--- config.mk ---
export PLATFORM = sky130hd
export DESIGN_NAME = qhpr_fifo
export DESIGN_NICKNAME = d
export VERILOG_FILES = /design/src/hdl/qhpr_fifo.sv
export SDC_FILE = /design/constraint.sdc
export NUM_CORES = 1
export LEC_CHECK = 0
export BUFFER_PORTS_ARGS = -buffer_cell sky130_fd_sc_hd__buf_2
export CORE_ASPECT_RATIO = 0.6
export CORE_UTILIZATION = 57
export DETAILED_ROUTE_END_ITERATION = 12
export PLACE_DENSITY = 0.88
export REMOVE_ABC_BUFFERS = 1
export SYNTH_ARGS = -nofsm -noshare
export SYNTH_HDL_FRONTEND = slang
export SYNTH_SLANG_ARGS = --single-unit
--- constraint.sdc ---
create_clock -name clk_i -period 11.5 [get_ports clk_i]
set_clock_uncertainty 0.1 [all_clocks]
set_input_delay 2.875 -clock clk_i [delete_from_list [all_inputs] [get_ports clk_i]]
set_output_delay 2.875 -clock clk_i [all_outputs]
set_load 0.03 [all_outputs]
--- src/hdl/qhpr_fifo.sv ---
module qhpr_fifo #(
  parameter int W = 170,
  parameter int DEPTH = 4
) (
  input  logic         clk_i,
  input  logic         rst_ni,
  input  logic         wr_i,
  input  logic [W-1:0] wdata_i,
  output logic         full_o,
  input  logic         rd_i,
  output logic [W-1:0] rdata_o,
  output logic         empty_o
);

  localparam int AW = (DEPTH > 1) ? $clog2(DEPTH) : 1;
  localparam int CW = $clog2(DEPTH + 1);

  logic [W-1:0] mem_q [DEPTH];
  logic [AW-1:0] wp_q, rp_q;
  logic [CW-1:0] cnt_q;
  logic do_wr, do_rd;

  assign full_o = (cnt_q == CW'(DEPTH));
  assign empty_o = (cnt_q == '0);
  assign do_wr = wr_i && !full_o;
  assign do_rd = rd_i && !empty_o;
  assign rdata_o = mem_q[rp_q];

  always_ff @(posedge clk_i or negedge rst_ni) begin
    if (!rst_ni) begin
      wp_q <= '0;
      rp_q <= '0;
      cnt_q <= '0;
    end else begin
      if (do_wr) begin
        wp_q <= (wp_q == AW'(DEPTH - 1)) ? '0 : wp_q + 1'b1;
      end
      if (do_rd) begin
        rp_q <= (rp_q == AW'(DEPTH - 1)) ? '0 : rp_q + 1'b1;
      end
      if (do_wr && !do_rd) begin
        cnt_q <= cnt_q + 1'b1;
      end else if (do_rd && !do_wr) begin
        cnt_q <= cnt_q - 1'b1;
      end
    end
  end

  always_ff @(posedge clk_i) begin
    if (do_wr) begin
      mem_q[wp_q] <= wdata_i;
    end
  end

endmodule

==> metrics.txt <==
run status finished, final reports clean; Root Buffer Master clkbuf_16; setup TNS 0 ps; Filler cells 2,581; share of cells above drive strength 1 45.3%; DR vias 11,300; antenna violations before repair 11; Routed WL 49.8 mm; Crit. End Element output pin; max-slew violations 0; Worst-Skew Late Latency 580 ps; final setup vio count 0; mapped cell area 24,900 sq um; final RePlAce weighted congestion 0.774; Post-CTS Hold Fix Bufs 0; syn_area_per_cell 26.9 sq um; DRC viols 0; Peak VDD IR 0.210 mV; starting density of the core 58.6%; Synth cell types 22; Simple-Gate Fraction of Synth Area 0.251%; ANT nets after route 0; largest family of logic cells by synthesized area multiplexers; Post-Synth Adder-Cell Area 0.382%; Pwr Total 8.06 mW; max-cap violations 0; Worst Tran Pin Value 1010 ps; cts bufs inserted 56; Initial DRC Count 1,030; Max Clock Freq 161 MHz; Max transition margin 32.9%; Area growth, synth to finish 16.4%; pwr dens 278 nW/um^2; Total GRT Usage 22.4%; first-pass GRT wire length 73.4 mm; FF+latch count, synth 687; H-tree depth 2; CP Data Arrival Time 3250 ps; final instance area 29,000 sq um; Lkg Pwr 9.76 nW; total die area 44,600 sq um; total global routing overflow 0; CP max stage delay 930 ps; RSZ-0062 raised after global routing false; Mapped Cells 925; row count 58; number of global-route vias before repair 11,800; WP data required 8530 ps; CTS tree built; Syn. warnings 0; I/O Buffers 345; Hold WC Path Type reg2reg; Core Region 42,500 sq um; 1st-pass router iterations 5; final net count 1,484; min Tclk post-route 6220 ps; Top Ports 346; final worst slack 5280 ps; clk buf depth 3; Vert. Die Dim 164 um; placed cell area 27,300 sq um; Setup crit start kind flop; post-cts sizing count 0; CP max stage cell dfrtp_4; complex-gate fraction of the synthesized area 0.0602%; critical path cell sequence buf_4 > mux4_2 > buf_2; WL/cell 25.8 um; DP Cell Count 1,815; endpoints failing hold 0; Setup Buffers After CTS 0; final std cells w/o fill 1,928; xor-xnor portion of the synthesized cell area 0.105%; post-synthesis sequential area ratio 82.6%; HPWL after DPL 30.2 mm; Period Utilization, post-route 54.1%; pre-CTS WS 5810 ps; post-synthesis mux area share 15.5%; Die W 272 um; worst hold margin 426 ps; clock-pin slew on the worst setup and hold paths 70 ps; utilization after layout 68.2%; CP Class reg2out; clk sinks 687; number of vias per cell 5.88; largest net degree at the start of global routing 89; crit-path max FO 47
## path summary, 6_finish.rpt
| path | start | end | slack (ps) | depth (start not counted) |
|---|---|---|---|---|
| min in group asynchronous | rst_ni | cnt_q[2]$_DFFE_PN0P_ | 2020 | 1 |
| setup reg to reg | cnt_q[2]$_DFFE_PN0P_ | mem_q[0][44]$_DFFE_PP_ | 8270 | 4 |
| hold reg to reg | cnt_q[2]$_DFFE_PN0P_ | cnt_q[2]$_DFFE_PN0P_ | 430 | 1 |
| max in group asynchronous | rst_ni | rp_q[0]$_DFFE_PN0P_ | 9090 | 1 |
| hold / removal | cnt_q[2]$_DFFE_PN0P_ | cnt_q[2]$_DFFE_PN0P_ | 430 | 1 |
| setup / recovery | rp_q[0]$_DFFE_PN0P_ | rdata_o[57] | 5280 | 3 |
## layout make-up
type	count	area, sq um	share of cell area (%)
Antenna cell	8	20.0	0.0690
Timing Repair Buffer	358	1840	6.33
Sequential cell	687	20600	71.0
Multi-Input combinational cell	197	4090	14.1
Clock inverter	27	241	0.833
Inverter	3	11.3	0.0388
Clock buffer	78	1490	5.15
Tap cell	570	713	2.46
## sequential cells by signal, indices dropped and copies added, names as in the netlist
signal / cells
cnt_q: 3
mem_q: 680
rp_q: 2
wp_q: 2
## per-layer routing
metal / share of wire, % / vias to the layer above / global-route usage (%)
li1: - / 4787 / -
met1: 39 / 6017 / 30.3
met2: 52 / 439 / 37.9
met3: 7.8 / 81 / 5.56
met4: 1.7 / 4 / 4.55
met5: 0.046 / - / 0
## layout by cell type (no fill, tap or decap), drive strengths merged, types with 6 or more instances in the layout
cell and n:
dfrtp 7, diode 8, ha 6, edfxtp 680, mux4 170, clkinv 20, clkbuf 78, buf 358
## cell families (layout without fill, tap and decap cells)
| kind of cell | count (synthesis) | in the layout |
|---|---|---|
| xor gates and xnor gates | 3 | 3 |
| buffers and inverters | 41 | 466 |
| adders and majority gates | 7 | 7 |
| DFF | 687 | 687 |
| AOI/OAI and AO/OA | 2 | 2 |
| muxes | 174 | 174 |
| other | 0 | 8 |
| and+or+nand+nor | 11 | 11 |
## cells in the mapped netlist
master | n | area (sq um)
edfxtp_1 | 680 | 20400
mux4_2 | 170 | 3830
buf_2 | 20 | 100
buf_6 | 10 | 113
dfrtp_1 | 7 | 175
ha_1 | 6 | 75.1
clkbuf_1 | 5 | 18.8
mux2_2 | 4 | 45.0
and2_1 | 3 | 18.8
inv_1 | 3 | 11.3
nor2_1 | 3 | 11.3
buf_1 | 2 | 7.51
nor3_1 | 2 | 10.0
xor2_1 | 2 | 17.5
a21o_1 | 1 | 7.51
buf_4 | 1 | 7.51
fa_1 | 1 | 20.0
nand2_1 | 1 | 3.75
nor2b_1 | 1 | 6.26
nor3b_2 | 1 | 12.5
o31ai_1 | 1 | 7.51
xnor2_1 | 1 | 8.76
## worst max-delay path: cells and delay by family (launching register included)
family	cells	cell delay, ps
muxes	1	620
DFF	1	930
buffers and inverters	2	1030
## report_power, final
group,switching [mW],total (mW),leakage (nW),internal [mW]
sequential,0.190,3.50,6.31,3.31
combinational,1.77,2.72,2.62,0.950
clock,0.840,1.84,0.839,0.999
Power figures use the tool's default switching activity.
